<file path="config.mk">
export PLATFORM = sky130hd
export DESIGN_NAME = ndef_tlv_image_parser_unit_flat
export DESIGN_NICKNAME = d
export VERILOG_FILES = /design/src/rtl/ntip_pkg.sv /design/src/rtl/ntip_if.sv /design/src/rtl/ndef_tlv_image_parser_unit.sv /design/src/rtl/ntip_front.sv /design/src/rtl/ntip_queue.sv /design/src/rtl/ntip_back.sv /design/src/flat_wrapper.sv
export SDC_FILE = /design/constraint.sdc
export NUM_CORES = 1
export LEC_CHECK = 0
export BUFFER_PORTS_ARGS = -buffer_cell sky130_fd_sc_hd__buf_2
export CORE_MARGIN = 2
export CORE_UTILIZATION = 45
export DETAILED_ROUTE_END_ITERATION = 12
export MAX_ROUTING_LAYER = met4
export PLACE_DENSITY = 0.63
export SYNTH_ARGS = -nofsm -noshare
export SYNTH_HDL_FRONTEND = slang
export SYNTH_SLANG_ARGS = --single-unit
</file>
<file path="constraint.sdc">
create_clock -name i_clk -period 4.9 [get_ports i_clk]
set_input_delay 0.245 -clock i_clk [delete_from_list [all_inputs] [get_ports i_clk]]
set_output_delay 0.245 -clock i_clk [all_outputs]
set_load 0.005 [all_outputs]
</file>
<file path="src/rtl/ntip_pkg.sv">
`timescale 1ns / 1ps

package ntip_pkg;

    // Default geometry of the tag image
    localparam int IMAGE_BYTES_DEF = 120;
    localparam int AREA_FIRST_DEF  = 12;
    localparam int AREA_LAST_DEF   = 103;
    localparam int QUEUE_DEPTH_DEF = 4;

    // Field widths
    localparam int BYTE_W      = 8;
    localparam int POS_W       = 7;
    localparam int LEN_W       = 7;
    localparam int ST_W        = 2;
    localparam int SKIP_W      = 2;
    localparam int REM_W       = 16;
    localparam int CFG_INDEX_W = 2;
    localparam int CFG_DATA_W  = 7;

    // Capability container and TLV codes
    localparam int               CC_POS   = 8;
    localparam logic [BYTE_W-1:0] CC_MAGIC = 8'hE1;
    localparam logic [BYTE_W-1:0] T_NULL   = 8'h00;
    localparam logic [BYTE_W-1:0] T_TERM   = 8'hFE;
    localparam logic [BYTE_W-1:0] T_LONG   = 8'hFF;
    localparam logic [BYTE_W-1:0] T_NDEF   = 8'h03;

    // Final status codes
    localparam logic [ST_W-1:0] ST_OK    = 2'd0;
    localparam logic [ST_W-1:0] ST_SHORT = 2'd1;
    localparam logic [ST_W-1:0] ST_NOCC  = 2'd2;
    localparam logic [ST_W-1:0] ST_OVF   = 2'd3;

    // Result kinds
    localparam logic KIND_PAYLOAD = 1'b0;
    localparam logic KIND_STATUS  = 1'b1;

    // Register indexes
    localparam logic [CFG_INDEX_W-1:0] REG_HEADER_SKIP = 2'd0;
    localparam logic [CFG_INDEX_W-1:0] REG_CAPACITY    = 2'd1;

    typedef enum logic [2:0] {
        PH_PRE,
        PH_TYPE,
        PH_LEN1,
        PH_LENHI,
        PH_LENLO,
        PH_PAYLOAD,
        PH_SKIP,
        PH_DONE
    } t_phase;

    // One queue entry: an optional payload beat followed by an optional status beat
    typedef struct packed {
        logic              has_payload;
        logic [BYTE_W-1:0] payload_byte;
        logic              payload_last;
        logic              has_status;
        logic [ST_W-1:0]   status;
        logic [LEN_W-1:0]  message_length;
    } t_entry;

endpackage

</file>
<file path="src/rtl/ntip_if.sv">
`timescale 1ns / 1ps

interface ntip_in_if;
    logic                        valid;
    logic                        ready;
    logic [ntip_pkg::BYTE_W-1:0] image_byte;
    logic                        image_last;

    modport source (output valid, output image_byte, output image_last, input ready);
    modport sink   (input valid, input image_byte, input image_last, output ready);
endinterface

interface ntip_out_if;
    logic                        valid;
    logic                        ready;
    logic                        kind;
    logic [ntip_pkg::BYTE_W-1:0] payload_byte;
    logic                        payload_last;
    logic [ntip_pkg::ST_W-1:0]   status;
    logic [ntip_pkg::LEN_W-1:0]  message_length;

    modport source (output valid, output kind, output payload_byte, output payload_last,
                    output status, output message_length, input ready);
    modport sink   (input valid, input kind, input payload_byte, input payload_last,
                    input status, input message_length, output ready);
endinterface

interface ntip_cfg_if;
    logic                             valid;
    logic                             ready;
    logic [ntip_pkg::CFG_INDEX_W-1:0] index;
    logic [ntip_pkg::CFG_DATA_W-1:0]  data;

    modport source (output valid, output index, output data, input ready);
    modport sink   (input valid, input index, input data, output ready);
endinterface

</file>
<file path="src/rtl/ndef_tlv_image_parser_unit.sv">
`timescale 1ns / 1ps

// Channel   Dir  Payload                                               Beat
// i_img     in   image_byte[7:0], image_last                            one image byte
// i_cfg     in   index[1:0], data[6:0]                                  one register write
// o_res     out  kind, payload_byte[7:0], payload_last, status[1:0],
//                message_length[6:0]                                   one result item
//
// One image byte is taken per cycle whenever the result queue has room; the byte is parsed
// and its entry written to the queue at the edge that accepts it, and the entry leaves the
// queue into the output register at the next edge when that register is free. A byte that
// yields both a payload byte and the final status gives a payload beat, then a status beat,
// while the queue holds its next entry; o_res carries one beat per cycle while the receiver
// is ready. Reset is synchronous, active low, and returns the parser to the start of an
// image with header_skip 0, capacity 92.
// i_img stalls only when the queue is full; i_cfg never stalls.

module ndef_tlv_image_parser_unit #(
    parameter int IMAGE_BYTES = ntip_pkg::IMAGE_BYTES_DEF,
    parameter int AREA_FIRST  = ntip_pkg::AREA_FIRST_DEF,
    parameter int AREA_LAST   = ntip_pkg::AREA_LAST_DEF,
    parameter int QUEUE_DEPTH = ntip_pkg::QUEUE_DEPTH_DEF
) (
    input  logic        i_clk,
    input  logic        i_rst_n,
    ntip_in_if.sink     i_img,
    ntip_cfg_if.sink    i_cfg,
    ntip_out_if.source  o_res
);

    // Front to queue
    logic             push;
    logic             full;
    ntip_pkg::t_entry push_entry;

    // Queue to back
    logic             q_valid;
    logic             pop;
    ntip_pkg::t_entry q_entry;

    // Front: skip header, check the container, walk TLVs, classify each byte
    ntip_front #(
        .IMAGE_BYTES (IMAGE_BYTES),
        .AREA_FIRST  (AREA_FIRST),
        .AREA_LAST   (AREA_LAST)
    ) u_front (
        .i_clk   (i_clk),
        .i_rst_n (i_rst_n),
        .i_img   (i_img),
        .i_cfg   (i_cfg),
        .i_full  (full),
        .o_push  (push),
        .o_entry (push_entry)
    );

    // Hold entries while the sink stalls, so the front keeps taking bytes
    ntip_queue #(
        .QUEUE_DEPTH (QUEUE_DEPTH)
    ) u_queue (
        .i_clk   (i_clk),
        .i_rst_n (i_rst_n),
        .i_push  (push),
        .i_entry (push_entry),
        .o_full  (full),
        .i_pop   (pop),
        .o_valid (q_valid),
        .o_entry (q_entry)
    );

    // Back: split each entry into its payload and status beats
    ntip_back u_back (
        .i_clk   (i_clk),
        .i_rst_n (i_rst_n),
        .i_valid (q_valid),
        .i_entry (q_entry),
        .o_pop   (pop),
        .o_res   (o_res)
    );

endmodule

</file>
<file path="src/rtl/ntip_front.sv">
`timescale 1ns / 1ps

module ntip_front #(
    parameter int IMAGE_BYTES = ntip_pkg::IMAGE_BYTES_DEF,
    parameter int AREA_FIRST  = ntip_pkg::AREA_FIRST_DEF,
    parameter int AREA_LAST   = ntip_pkg::AREA_LAST_DEF
) (
    input  logic              i_clk,
    input  logic              i_rst_n,
    ntip_in_if.sink           i_img,
    ntip_cfg_if.sink          i_cfg,
    input  logic              i_full,
    output logic              o_push,
    output ntip_pkg::t_entry  o_entry
);

    localparam int AREA_END   = (AREA_LAST < IMAGE_BYTES) ? AREA_LAST : IMAGE_BYTES - 1;
    localparam int WALK_MIN   = ntip_pkg::CC_POS + 1;
    localparam int WALK_FIRST = (AREA_FIRST > WALK_MIN) ? AREA_FIRST : WALK_MIN;
    localparam int PW         = ntip_pkg::POS_W + 1;

    ntip_pkg::t_phase                  r_phase, n_phase, w_phase, len_phase;
    logic [ntip_pkg::POS_W-1:0]        r_pos, n_pos;
    logic [ntip_pkg::SKIP_W-1:0]       r_hdr_cnt, n_hdr_cnt;
    logic                              r_is_ndef, n_is_ndef;
    logic [ntip_pkg::BYTE_W-1:0]       r_len_hi, n_len_hi;
    logic [ntip_pkg::REM_W-1:0]        r_rem, n_rem;
    logic [ntip_pkg::ST_W-1:0]         r_found_status, n_found_status, w_found_status;
    logic [ntip_pkg::LEN_W-1:0]        r_found_len, n_found_len, w_found_len;
    logic [ntip_pkg::SKIP_W-1:0]       r_skip;
    logic [ntip_pkg::LEN_W-1:0]        r_cap;

    logic                              accept, hdr_en, walk_en, last;
    logic [ntip_pkg::BYTE_W-1:0]       b;
    logic [PW-1:0]                     pos_p1, pos_p2, avail;
    logic [ntip_pkg::REM_W-1:0]        len_in;
    logic [ntip_pkg::LEN_W-1:0]        len_clip;
    logic                              ovf, full, emit;

    assign i_img.ready = !i_full;
    assign i_cfg.ready = 1'b1;

    assign accept  = i_img.valid && !i_full;
    assign b       = i_img.image_byte;
    assign last    = i_img.image_last;
    assign hdr_en  = accept && (r_hdr_cnt < r_skip);
    assign walk_en = accept && !(r_hdr_cnt < r_skip) && (r_pos < ntip_pkg::POS_W'(IMAGE_BYTES));

    // Length handling shared by the one- and three-byte length forms
    always_comb begin
        pos_p1 = {1'b0, r_pos} + PW'(1);
        pos_p2 = {1'b0, r_pos} + PW'(2);
        avail  = (pos_p1 <= PW'(AREA_END)) ? PW'(AREA_END + 1) - pos_p1 : '0;
        len_in = (r_phase == ntip_pkg::PH_LENLO) ? {r_len_hi, b} : {8'h00, b};
        len_clip = (len_in > {8'h00, avail}) ? avail[ntip_pkg::LEN_W-1:0]
                                              : len_in[ntip_pkg::LEN_W-1:0];
        ovf = len_clip > r_cap;
        if (r_is_ndef) begin
            len_phase = (ovf || len_clip == '0) ? ntip_pkg::PH_DONE : ntip_pkg::PH_PAYLOAD;
        end else begin
            len_phase = (len_in == '0) ? ntip_pkg::PH_TYPE : ntip_pkg::PH_SKIP;
        end
    end

    // Next phase
    always_comb begin
        w_phase = r_phase;
        case (r_phase)
            ntip_pkg::PH_PRE: begin
                if (r_pos == ntip_pkg::POS_W'(ntip_pkg::CC_POS) && b != ntip_pkg::CC_MAGIC) begin
                    w_phase = ntip_pkg::PH_DONE;
                end else if (pos_p1 >= PW'(WALK_FIRST)) begin
                    w_phase = (WALK_FIRST > AREA_END) ? ntip_pkg::PH_DONE : ntip_pkg::PH_TYPE;
                end
            end
            ntip_pkg::PH_TYPE: begin
                if (b == ntip_pkg::T_TERM) begin
                    w_phase = ntip_pkg::PH_DONE;
                end else if (b != ntip_pkg::T_NULL) begin
                    w_phase = ntip_pkg::PH_LEN1;
                end
            end
            ntip_pkg::PH_LEN1: begin
                if (b == ntip_pkg::T_LONG) begin
                    w_phase = (pos_p2 > PW'(AREA_END)) ? ntip_pkg::PH_DONE : ntip_pkg::PH_LENHI;
                end else begin
                    w_phase = len_phase;
                end
            end
            ntip_pkg::PH_LENHI:   w_phase = ntip_pkg::PH_LENLO;
            ntip_pkg::PH_LENLO:   w_phase = len_phase;
            ntip_pkg::PH_PAYLOAD: begin
                if (r_rem == ntip_pkg::REM_W'(1)) w_phase = ntip_pkg::PH_DONE;
            end
            ntip_pkg::PH_SKIP: begin
                if (r_rem == ntip_pkg::REM_W'(1)) w_phase = ntip_pkg::PH_TYPE;
            end
            default: w_phase = ntip_pkg::PH_DONE;
        endcase
        // Close the walk at the data-area end
        if (w_phase != ntip_pkg::PH_PRE && w_phase != ntip_pkg::PH_DONE &&
            w_phase != ntip_pkg::PH_PAYLOAD && {1'b0, r_pos} >= PW'(AREA_END)) begin
            w_phase = ntip_pkg::PH_DONE;
        end

        n_phase = r_phase;
        if (accept && last) begin
            n_phase = ntip_pkg::PH_PRE;
        end else if (walk_en) begin
            n_phase = w_phase;
        end
    end

    // Datapath and queue entry
    always_comb begin
        n_is_ndef      = r_is_ndef;
        n_len_hi       = r_len_hi;
        n_rem          = r_rem;
        w_found_status = r_found_status;
        w_found_len    = r_found_len;
        emit           = 1'b0;
        if (walk_en) begin
            case (r_phase)
                ntip_pkg::PH_PRE: begin
                    if (r_pos == ntip_pkg::POS_W'(ntip_pkg::CC_POS) &&
                        b != ntip_pkg::CC_MAGIC) begin
                        w_found_status = ntip_pkg::ST_NOCC;
                    end
                end
                ntip_pkg::PH_TYPE: begin
                    if (b != ntip_pkg::T_TERM && b != ntip_pkg::T_NULL) begin
                        n_is_ndef = (b == ntip_pkg::T_NDEF);
                    end
                end
                ntip_pkg::PH_LEN1, ntip_pkg::PH_LENLO: begin
                    if (r_phase == ntip_pkg::PH_LENLO || b != ntip_pkg::T_LONG) begin
                        if (r_is_ndef) begin
                            w_found_len = len_clip;
                            if (ovf) w_found_status = ntip_pkg::ST_OVF;
                            n_rem = {9'd0, len_clip};
                        end else begin
                            n_rem = len_in;
                        end
                    end
                end
                ntip_pkg::PH_LENHI: n_len_hi = b;
                ntip_pkg::PH_PAYLOAD: begin
                    n_rem = r_rem - ntip_pkg::REM_W'(1);
                    emit  = 1'b1;
                end
                ntip_pkg::PH_SKIP: n_rem = r_rem - ntip_pkg::REM_W'(1);
                default: ;
            endcase
        end

        n_pos     = walk_en ? r_pos + ntip_pkg::POS_W'(1) : r_pos;
        n_hdr_cnt = hdr_en ? r_hdr_cnt + ntip_pkg::SKIP_W'(1) : r_hdr_cnt;
        full      = n_pos >= ntip_pkg::POS_W'(IMAGE_BYTES);

        o_entry.has_payload    = emit;
        o_entry.payload_byte   = b;
        o_entry.payload_last   = (r_rem == ntip_pkg::REM_W'(1));
        o_entry.has_status     = last;
        o_entry.status         = full ? w_found_status : ntip_pkg::ST_SHORT;
        o_entry.message_length = full ? w_found_len : '0;
        o_push                 = accept && (emit || last);

        n_found_status = w_found_status;
        n_found_len    = w_found_len;
        // Restart all parse state once the image ends
        if (accept && last) begin
            n_pos          = '0;
            n_hdr_cnt      = '0;
            n_is_ndef      = 1'b0;
            n_len_hi       = '0;
            n_rem          = '0;
            n_found_status = ntip_pkg::ST_OK;
            n_found_len    = '0;
        end
    end

    always_ff @(posedge i_clk) begin
        if (!i_rst_n) begin
            r_phase        <= ntip_pkg::PH_PRE;
            r_pos          <= '0;
            r_hdr_cnt      <= '0;
            r_is_ndef      <= 1'b0;
            r_len_hi       <= '0;
            r_rem          <= '0;
            r_found_status <= ntip_pkg::ST_OK;
            r_found_len    <= '0;
        end else begin
            r_phase        <= n_phase;
            r_pos          <= n_pos;
            r_hdr_cnt      <= n_hdr_cnt;
            r_is_ndef      <= n_is_ndef;
            r_len_hi       <= n_len_hi;
            r_rem          <= n_rem;
            r_found_status <= n_found_status;
            r_found_len    <= n_found_len;
        end
    end

    always_ff @(posedge i_clk) begin
        if (!i_rst_n) begin
            r_skip <= '0;
            r_cap  <= ntip_pkg::LEN_W'(92);
        end else if (i_cfg.valid) begin
            case (i_cfg.index)
                ntip_pkg::REG_HEADER_SKIP: r_skip <= i_cfg.data[ntip_pkg::SKIP_W-1:0];
                ntip_pkg::REG_CAPACITY:    r_cap  <= i_cfg.data[ntip_pkg::LEN_W-1:0];
                default: ;
            endcase
        end
    end

endmodule

</file>
<file path="src/rtl/ntip_queue.sv">
`timescale 1ns / 1ps

module ntip_queue #(
    parameter int QUEUE_DEPTH = ntip_pkg::QUEUE_DEPTH_DEF
) (
    input  logic             i_clk,
    input  logic             i_rst_n,
    input  logic             i_push,
    input  ntip_pkg::t_entry i_entry,
    output logic             o_full,
    input  logic             i_pop,
    output logic             o_valid,
    output ntip_pkg::t_entry o_entry
);

    localparam int PTR_W = $clog2(QUEUE_DEPTH);
    localparam int CNT_W = $clog2(QUEUE_DEPTH + 1);

    ntip_pkg::t_entry   r_mem [QUEUE_DEPTH];
    logic [PTR_W-1:0]   r_wr, n_wr, r_rd, n_rd;
    logic [CNT_W-1:0]   r_cnt, n_cnt;
    logic               do_push, do_pop;

    assign o_full   = (r_cnt == CNT_W'(QUEUE_DEPTH));
    assign o_valid  = (r_cnt != '0);
    assign o_entry  = r_mem[r_rd];
    assign do_push  = i_push && !o_full;
    assign do_pop   = i_pop && o_valid;

    always_comb begin
        n_wr  = r_wr;
        n_rd  = r_rd;
        n_cnt = r_cnt;
        if (do_push) n_wr = (r_wr == PTR_W'(QUEUE_DEPTH - 1)) ? '0 : r_wr + PTR_W'(1);
        if (do_pop)  n_rd = (r_rd == PTR_W'(QUEUE_DEPTH - 1)) ? '0 : r_rd + PTR_W'(1);
        if (do_push && !do_pop) n_cnt = r_cnt + CNT_W'(1);
        if (!do_push && do_pop) n_cnt = r_cnt - CNT_W'(1);
    end

    always_ff @(posedge i_clk) begin
        if (do_push) r_mem[r_wr] <= i_entry;
    end

    always_ff @(posedge i_clk) begin
        if (!i_rst_n) begin
            r_wr  <= '0;
            r_rd  <= '0;
            r_cnt <= '0;
        end else begin
            r_wr  <= n_wr;
            r_rd  <= n_rd;
            r_cnt <= n_cnt;
        end
    end

endmodule

</file>
<file path="src/rtl/ntip_back.sv">
`timescale 1ns / 1ps

module ntip_back (
    input  logic             i_clk,
    input  logic             i_rst_n,
    input  logic             i_valid,
    input  ntip_pkg::t_entry i_entry,
    output logic             o_pop,
    ntip_out_if.source       o_res
);

    logic                          r_valid, n_valid;
    logic                          r_kind, n_kind;
    logic [ntip_pkg::BYTE_W-1:0]   r_byte, n_byte;
    logic                          r_plast, n_plast;
    logic [ntip_pkg::ST_W-1:0]     r_status, n_status;
    logic [ntip_pkg::LEN_W-1:0]    r_len, n_len;
    logic                          r_pend, n_pend;
    logic [ntip_pkg::ST_W-1:0]     r_pend_status, n_pend_status;
    logic [ntip_pkg::LEN_W-1:0]    r_pend_len, n_pend_len;
    logic                          load;

    assign load  = !r_valid || o_res.ready;
    assign o_pop = load && !r_pend && i_valid;

    always_comb begin
        n_valid       = r_valid;
        n_kind        = r_kind;
        n_byte        = r_byte;
        n_plast       = r_plast;
        n_status      = r_status;
        n_len         = r_len;
        n_pend        = r_pend;
        n_pend_status = r_pend_status;
        n_pend_len    = r_pend_len;
        if (load) begin
            if (r_pend) begin
                // Second beat of a split entry
                n_valid  = 1'b1;
                n_kind   = ntip_pkg::KIND_STATUS;
                n_byte   = '0;
                n_plast  = 1'b0;
                n_status = r_pend_status;
                n_len    = r_pend_len;
                n_pend   = 1'b0;
            end else if (i_valid) begin
                n_valid = 1'b1;
                if (i_entry.has_payload) begin
                    n_kind        = ntip_pkg::KIND_PAYLOAD;
                    n_byte        = i_entry.payload_byte;
                    n_plast       = i_entry.payload_last;
                    n_status      = ntip_pkg::ST_OK;
                    n_len         = '0;
                    n_pend        = i_entry.has_status;
                    n_pend_status = i_entry.status;
                    n_pend_len    = i_entry.message_length;
                end else begin
                    n_kind   = ntip_pkg::KIND_STATUS;
                    n_byte   = '0;
                    n_plast  = 1'b0;
                    n_status = i_entry.status;
                    n_len    = i_entry.message_length;
                end
            end else begin
                n_valid = 1'b0;
            end
        end
    end

    always_ff @(posedge i_clk) begin
        if (!i_rst_n) begin
            r_valid <= 1'b0;
            r_pend  <= 1'b0;
        end else begin
            r_valid <= n_valid;
            r_pend  <= n_pend;
        end
    end

    always_ff @(posedge i_clk) begin
        r_kind        <= n_kind;
        r_byte        <= n_byte;
        r_plast       <= n_plast;
        r_status      <= n_status;
        r_len         <= n_len;
        r_pend_status <= n_pend_status;
        r_pend_len    <= n_pend_len;
    end

    assign o_res.valid          = r_valid;
    assign o_res.kind           = r_kind;
    assign o_res.payload_byte   = r_byte;
    assign o_res.payload_last   = r_plast;
    assign o_res.status         = r_status;
    assign o_res.message_length = r_len;

endmodule

</file>
<file path="src/flat_wrapper.sv">
// flat-port wrapper written by rule: the top's interface ports become plain ports
module ndef_tlv_image_parser_unit_flat 
#(
    parameter int IMAGE_BYTES = ntip_pkg::IMAGE_BYTES_DEF,
    parameter int AREA_FIRST  = ntip_pkg::AREA_FIRST_DEF,
    parameter int AREA_LAST   = ntip_pkg::AREA_LAST_DEF,
    parameter int QUEUE_DEPTH = ntip_pkg::QUEUE_DEPTH_DEF
)
  (i_clk, i_rst_n, i_img_valid, i_img_image_byte, i_img_image_last, i_img_ready, i_cfg_valid, i_cfg_index, i_cfg_data, i_cfg_ready, o_res_valid, o_res_kind, o_res_payload_byte, o_res_payload_last, o_res_status, o_res_message_length, o_res_ready);
  ntip_in_if i_img_i ();
  ntip_cfg_if i_cfg_i ();
  ntip_out_if o_res_i ();
  input  logic i_clk;
  input  logic i_rst_n;
  input wire logic [$bits(i_img_i.valid)-1:0] i_img_valid;
  input wire logic [$bits(i_img_i.image_byte)-1:0] i_img_image_byte;
  input wire logic [$bits(i_img_i.image_last)-1:0] i_img_image_last;
  output wire logic [$bits(i_img_i.ready)-1:0] i_img_ready;
  input wire logic [$bits(i_cfg_i.valid)-1:0] i_cfg_valid;
  input wire logic [$bits(i_cfg_i.index)-1:0] i_cfg_index;
  input wire logic [$bits(i_cfg_i.data)-1:0] i_cfg_data;
  output wire logic [$bits(i_cfg_i.ready)-1:0] i_cfg_ready;
  output wire logic [$bits(o_res_i.valid)-1:0] o_res_valid;
  output wire logic [$bits(o_res_i.kind)-1:0] o_res_kind;
  output wire logic [$bits(o_res_i.payload_byte)-1:0] o_res_payload_byte;
  output wire logic [$bits(o_res_i.payload_last)-1:0] o_res_payload_last;
  output wire logic [$bits(o_res_i.status)-1:0] o_res_status;
  output wire logic [$bits(o_res_i.message_length)-1:0] o_res_message_length;
  input wire logic [$bits(o_res_i.ready)-1:0] o_res_ready;
  assign i_img_i.valid = i_img_valid;
  assign i_img_i.image_byte = i_img_image_byte;
  assign i_img_i.image_last = i_img_image_last;
  assign i_img_ready = i_img_i.ready;
  assign i_cfg_i.valid = i_cfg_valid;
  assign i_cfg_i.index = i_cfg_index;
  assign i_cfg_i.data = i_cfg_data;
  assign i_cfg_ready = i_cfg_i.ready;
  assign o_res_valid = o_res_i.valid;
  assign o_res_kind = o_res_i.kind;
  assign o_res_payload_byte = o_res_i.payload_byte;
  assign o_res_payload_last = o_res_i.payload_last;
  assign o_res_status = o_res_i.status;
  assign o_res_message_length = o_res_i.message_length;
  assign o_res_i.ready = o_res_ready;
  ndef_tlv_image_parser_unit #(.IMAGE_BYTES(IMAGE_BYTES), .AREA_FIRST(AREA_FIRST), .AREA_LAST(AREA_LAST), .QUEUE_DEPTH(QUEUE_DEPTH)) u_core (.i_clk(i_clk), .i_rst_n(i_rst_n), .i_img(i_img_i), .i_cfg(i_cfg_i), .o_res(o_res_i));
endmodule
</file>
==> results of run 1 <==
==> cell usage after synthesis (7+ instances only) <==
library cell and number:
edfxtp_1 108, nor2_1 77, dfxtp_1 66, nand2_1 59
o21ai_0 45, mux2i_1 30, ha_1 28, inv_1 28
nor2b_1 27, clkbuf_1 24, a21oi_1 23, nor3_1 20
mux4_2 19, xnor2_1 14, nand3_1 13, and2_1 11
nor4_1 11, and3_1 8, nand2b_1 8, nand4_1 8
buf_2 7, o21a_1 7
==> sequential cells by signal, summed over array words and instances, names as in the netlist, 3 cells and up, named ones only <==
signal and cells:
u_core.u_back.o_res.message_length 7, u_core.u_back.o_res.payload_byte 8, u_core.u_back.r_pend_len 7, u_core.u_front.r_cap 7, u_core.u_front.r_found_len 7, u_core.u_front.r_len_hi 8, u_core.u_front.r_phase 3, u_core.u_front.r_pos 7
u_core.u_front.r_rem 16, u_core.u_queue.r_cnt 3, u_core.u_queue.r_mem 80
==> critical path, stage by stage, from the launching register on <==
cell	delay, ps
dfxtp_4	380
ha_2	200
buf_4	150
nand4b_1	110
o32ai_2	110
o22a_1	250
or4_4	570
ha_4	290
nand4_1	100
o21a_1	220
nor3_2	220
buf_4	200
mux2_2	360
ha_1	190
a21o_1	160
a21oi_2	180
nand2b_1	90
o21ai_2	220
nor4_4	90
nor3b_2	260
nor2_2	90
==> cell families (layout without fill, tap and decap cells) <==
| group | after synthesis | count (layout) | share of synthesized area, % |
|---|---|---|---|
| buffers and inverters | 70 | 151 | 3.558 |
| flip-flops | 174 | 174 | 52.98 |
| AND/OR/NAND/NOR | 282 | 282 | 17.20 |
| adder cells (fa/ha/maj) | 29 | 29 | 4.299 |
| other | 1 | 2 | 0.04353 |
| multiplexers | 53 | 53 | 8.976 |
| AO/OA/AOI/OAI | 137 | 137 | 10.82 |
| XOR/XNOR | 20 | 20 | 2.121 |
==> per-stage QoR <==
step           TNS (ps)  instances
6_report              0       1082
5_1_grt          -171.1       1082
3_3_place_gp          0       1049
3_5_place_dp      -1199       1049
2_1_floorplan         0        767
4_1_cts               0       1080
==> power by group through the flow <==
stage	Sequential (mW)	Combinational [mW]	Clock, mW
final	1.91	1.03	1.29
after global routing	1.94	1.15	1.38
after CTS	1.92	1.02	1.32
after detailed placement	1.95	1.02	0
after global placement	1.94	0.986	0
after floorplan	1.91	0.715	0
==> placed cells by master, fill, tap and decap left out, drive strengths merged, types with 7 or more instances in the layout <==
master / n
nand2b: 8
clkbuf: 17
nand2: 59
nor2b: 27
mux2i: 30
o21ai: 45
nand3: 15
edfxtp: 108
nand4: 8
o21a: 7
and3: 8
dfxtp: 66
buf: 92
xnor2: 14
mux4: 19
nor2: 77
a21oi: 23
inv: 33
nor3: 23
and2: 12
ha: 28
nor4: 13
==> metal layers <==
layer	vias up	track usage (%)	wire [um]
li1	2967	-	-
met1	3049	25.03	8513
met2	164	35.11	9837
met3	41	3.129	729
met4	0	8.181	498
met5	-	-	0
==> cell type report <==
cell class,instances,area (um^2)
Inverter,28,105.1
Fill cell,1629,8760
Timing Repair Buffer,92,583.1
Sequential cell,174,4569
Multi-Input combinational cell,523,3900
Tap cell,234,292.8
Clock inverter,14,132.6
Clock buffer,17,425.4
==> worst paths after layout <==
kind                                                    start                                          end  slack [ps]  cells after the start
setup reg to reg           u_core.u_front.r_pos[1]$_SDFF_PP0_         u_core.u_queue.r_mem[2][8]$_DFFE_PP_         200                     20
hold / removal                                  i_cfg_data[6]         u_core.u_front.r_cap[6]$_SDFFE_PN1P_          50                      3
hold reg to reg   u_core.u_front.r_found_status[1]$_SDFF_PP0_  u_core.u_front.r_found_status[1]$_SDFF_PP0_         510                      2
setup / recovery           u_core.u_front.r_pos[1]$_SDFF_PP0_         u_core.u_queue.r_mem[2][8]$_DFFE_PP_         200                     20
==> timing repair <==
item	4_1_cts	5_1_grt
pin swaps	0	6
resized for setup	3	26
buffers inserted	0	2
setup endpoints to repair	10	11
gates cloned	0	0
==> impl_metrics.tcl, run 1 <==
set metrics [dict create \
    status "completed" \
    grt_first_pass_wirelength_um 31750 \
    wl_per_cell_um 18.10 \
    power_leakage_nw 3.617 \
    final_area_mm2 0.01001 \
    clk-insertion-delay-late_ps 430 \
    synth_edf_count 108 \
    gr-usage-all-layers_pct 20.71 \
    hpwlAfterDp_um 13630 \
    post-route-util_pct 53.33 \
    arrival_ps 4860 \
    crit_path_start_kind "flop" \
    worst_pin_slew_ps 1086 \
    swShare_pct 30.02 \
    slew_headroom_pct 27.51 \
    finalCriticalPeriod_ps 4704 \
    detail_route.first_pass.iterations 5 \
    antenna_found_initial 0 \
    fin_skew_ps 11.18 \
    holdWs_ps 54.71 \
    start_util_pct 45.90 \
    final.setup.worst_slack_ps 195.8 \
    grt_pass1_vias 6201 \
    synth_seq_cells 174 \
    nets 888 \
    p_switching_mw 1.271 \
    clockRootBuffer "clkbuf_16" \
    synth-async-reset-ratio_pct 0 \
    synthCells 766 \
    syn_area_per_cell_um2 11.25 \
    clock_path_buffers 2 \
    htreeDepth 4 \
    powerDensity_mw_per_mm2 423.0 \
    critPathRequiredTime_ps 5060 \
    setup_viol_count_final 0 \
    cap_violations 0 \
    overflow 0 \
    yosysTopAreaCellShare_pct 37.65 \
    worstSetupPathType "reg -> reg" \
    critPathMaxFanout 8 \
    rows 50 \
    pwr-share-comb_pct 24.2 \
    hold_buffers 0 \
    internal_power_mw 2.963 \
    cts.sinks 174 \
    dpl_worst_slack_ps -159.7 \
    drtIter0Drc 397 \
    grt_max_degree 33 \
    port_buffers 43 \
    vias_per_cell 5.750 \
    routed_wl_um 19580 \
    drt.antenna.violating_nets 0 \
    yosys.area.top_type "edfxtp_1" \
    seqPwrFrac_pct 45.2 \
    tritoncts "done" \
    fin_crit_sh_pct 96.00 \
    clock.fmax_ghz 0.2126 \
    die_h_um 142.4 \
    worstSetupEndpointType "flop" \
    via_count 6221 \
    n_antenna_cell 0 \
    drive_gt1_share_pct 22.29 \
    place_congestion 0.8996 \
    synth_flop_cell "edfxtp_1" \
    die-area_mm2 0.02027 \
    maxSlewViolCount 0 \
    syn_to_final_growth_pct 16.18 \
    yosysSeqAreaShare_pct 52.98 \
    clkPwrFrac_pct 30.6 \
    clk_pin_slew_ps 70 \
    hold_viol 0 \
    ir_worst_vdd_uv 263.5 \
    fp.dieW_um 142.4 \
    dpl_cell_area_mm2 0.009284 \
    hp-class "in -> reg" \
    syn_area_mm2 0.008615 \
    io_pins 45 \
    ys_warn_count 0 \
    p_total_mw 4.234 \
    core_mm2 0.01877 \
    synth_cell_types 78 \
    numCtsBuffers 17 \
    synth_area_leaders "edfxtp_1, dfxtp_1, mux4_2" \
    drcViolationCount 0 \
]
Power figures use the tool's default switching activity.
==> inputs of run 2 (changes only) <==
--- a/config.mk
+++ b/config.mk
@@ -10,7 +10,7 @@
 export CORE_UTILIZATION = 45
 export DETAILED_ROUTE_END_ITERATION = 12
 export MAX_ROUTING_LAYER = met4
-export PLACE_DENSITY = 0.63
+export PLACE_DENSITY = 0.61
 export SYNTH_ARGS = -nofsm -noshare
 export SYNTH_HDL_FRONTEND = slang
 export SYNTH_SLANG_ARGS = --single-unit
==> constraint.sdc (replaced) <==
create_clock -name i_clk -period 6 [get_ports i_clk]
set_input_delay 0.3 -clock i_clk [delete_from_list [all_inputs] [get_ports i_clk]]
set_output_delay 0.3 -clock i_clk [all_outputs]
set_load 0.005 [all_outputs]
==> impl_metrics.tcl, run 2 (synthesized netlist as in run 1, its figures left out) <==
set metrics [dict create \
    fin_skew_ps 10.24 \
    grt_first_pass_wirelength_um 31250 \
    drcViolationCount 0 \
    crit_path_start_kind "flop" \
    drt.antenna.violating_nets 0 \
    p_total_mw 3.410 \
    clk_pin_slew_ps 70 \
    powerDensity_mw_per_mm2 357.3 \
    clk-insertion-delay-late_ps 430 \
    setup_viol_count_final 0 \
    tritoncts "done" \
    die_h_um 142.4 \
    cts.sinks 174 \
    die-area_mm2 0.02027 \
    hpwlAfterDp_um 13390 \
    path_delay_family "simple AND/OR/NAND/NOR gates" \
    numCtsBuffers 17 \
    clockRootBuffer "clkbuf_16" \
    setup_tns_ps 0 \
    overflow 0 \
    htreeDepth 4 \
    wl_per_cell_um 18.52 \
    status "completed" \
    vias_per_cell 5.716 \
    drive_gt1_share_pct 15.97 \
    start_util_pct 45.90 \
    rsz0062_at_grt "false" \
    cap_violations 0 \
    fin_crit_sh_pct 93.43 \
    worst_pin_slew_ps 1072 \
    syn_to_final_growth_pct 10.78 \
    grt_pass1_vias 6013 \
    hold_buffers 0 \
    clock.fmax_ghz 0.1784 \
    clkPwrFrac_pct 30.5 \
    internal_power_mw 2.371 \
    io_pins 45 \
    layout_commonest_cell "edfxtp_1" \
    critPathMaxFanout 11 \
    rows 50 \
    worstSetupEndpointType "flop" \
    multi_input_area_mm2 0.003750 \
    n_antenna_cell 0 \
    routed_wl_um 19300 \
    post-route-util_pct 50.85 \
    swShare_pct 30.47 \
    worstSetupPathType "reg -> reg" \
    fp.dieW_um 142.4 \
    hold_viol 0 \
    critPathRequiredTime_ps 6150 \
    arrival_ps 5750 \
    hp-class "in -> reg" \
    core_mm2 0.01877 \
    path_buf_inv 1 \
    pwr-share-comb_pct 23.8 \
    mostFrequentLayoutCells "edfxtp_1, nor2_1, dfxtp_1" \
    seqCellArea_mm2 0.004566 \
    reg_top3 "u_core.u_queue.r_mem x80, u_core.u_front.r_rem x16" \
    drtIter0Drc 406 \
    clock_path_buffers 2 \
    seqPwrFrac_pct 45.7 \
    path_cells "ha_1 -> nand3_2 -> xnor2_1 -> o22a_1 -> or4_4 -> ha_1 -> a21oi_1 -> o21ai_0 -> o21a_1 -> nor3_1 -> buf_4 -> mux2_2 -> ha_1 -> nor2b_1 -> o21a_1 -> o21a_1 -> o21ai_0 -> nor4_1 -> nor3b_1 -> nor2_1" \
    power_leakage_nw 3.394 \
    detail_route.first_pass.iterations 8 \
    slew_headroom_pct 28.55 \
    grt_max_degree 41 \
    largest_register "u_core.u_queue.r_mem" \
    max_stage_delay_ps 590 \
    finalCriticalPeriod_ps 5606 \
    p_switching_mw 1.039 \
    via_count 5956 \
    critical-path-slowest-cell "or4_4" \
    place_congestion 0.9070 \
    port_buffers 43 \
    nets 847 \
    largest_reg_flops 80 \
    gr-usage-all-layers_pct 20.58 \
    ir_worst_vdd_uv 219.3 \
    fillerInstances 1670 \
    maxSlewViolCount 0 \
    antenna_found_initial 0 \
]
run 2: path summary, 6_finish.rpt:
kind	from	slack, ps	depth (start not counted)	end
max reg2reg	u_core.u_front.r_pos[0]$_SDFF_PP0_	390	20	u_core.u_queue.r_mem[0][8]$_DFFE_PP_
min reg2reg	u_core.u_front.r_found_status[1]$_SDFF_PP0_	490	2	u_core.u_front.r_found_status[1]$_SDFF_PP0_
min	i_cfg_data[3]	110	3	u_core.u_front.r_cap[3]$_SDFFE_PN1P_
max	u_core.u_front.r_pos[0]$_SDFF_PP0_	390	20	u_core.u_queue.r_mem[0][8]$_DFFE_PP_
run 2: what timing repair did:
item / 4_1_cts / 5_1_grt
resized for setup: 0 / 2
endpoints found under the setup margin: 0 / 8
setup buffers: 0 / 0
run 2: per-layer routing:
| metal | vias to the layer above | routed length [um] | GRT usage [%] |
|---|---|---|---|
| met4 | 0 | 411 | 7.556 |
| li1 | 2887 | - | - |
| met5 | - | 0 | - |
| met2 | 118 | 9390 | 34.02 |
| met1 | 2920 | 8894 | 25.60 |
| met3 | 31 | 602 | 3.499 |
run 2: layout make-up:
class	instances	area share (%)
flip-flops and latches	174	47.84
multi-input cells	523	39.29
clock buffers	17	4.458
well taps	234	3.068
repair buffers	51	2.884
clock inverters	15	1.350
inverters	28	1.101
run 2: worst register-to-register path, delay by kind of cell (launching register included):
kind | cells | cell delay [ps]
flops | 1 | 530
compound gates | 7 | 1380
xor+xnor | 1 | 260
simple gates | 7 | 1580
fa+ha+maj | 3 | 970
buf+inv | 1 | 230
mux | 1 | 380
run 2: power by group through the flow:
stage | clock [mW] | sequential [mW] | combinational [mW]
final | 1.04 | 1.56 | 0.811
after detailed placement | 0 | 1.59 | 0.820
after floorplan | 0 | 1.56 | 0.584
after global placement | 0 | 1.58 | 0.804
after global routing | 1.11 | 1.58 | 0.906
after CTS | 1.07 | 1.56 | 0.824
run 2: per-stage QoR:
stage,hold slack [ps],cell area [um^2],cells,worst slack (ps)
after floorplan,398.9,8618,767,1180
after global placement,465.4,8985,1010,574.1
after detailed placement,472.5,8985,1010,355.0
after CTS,89.17,9539,1042,342.6
after global routing,105.2,9543,1042,13.26
final,108.0,9543,1042,394.4
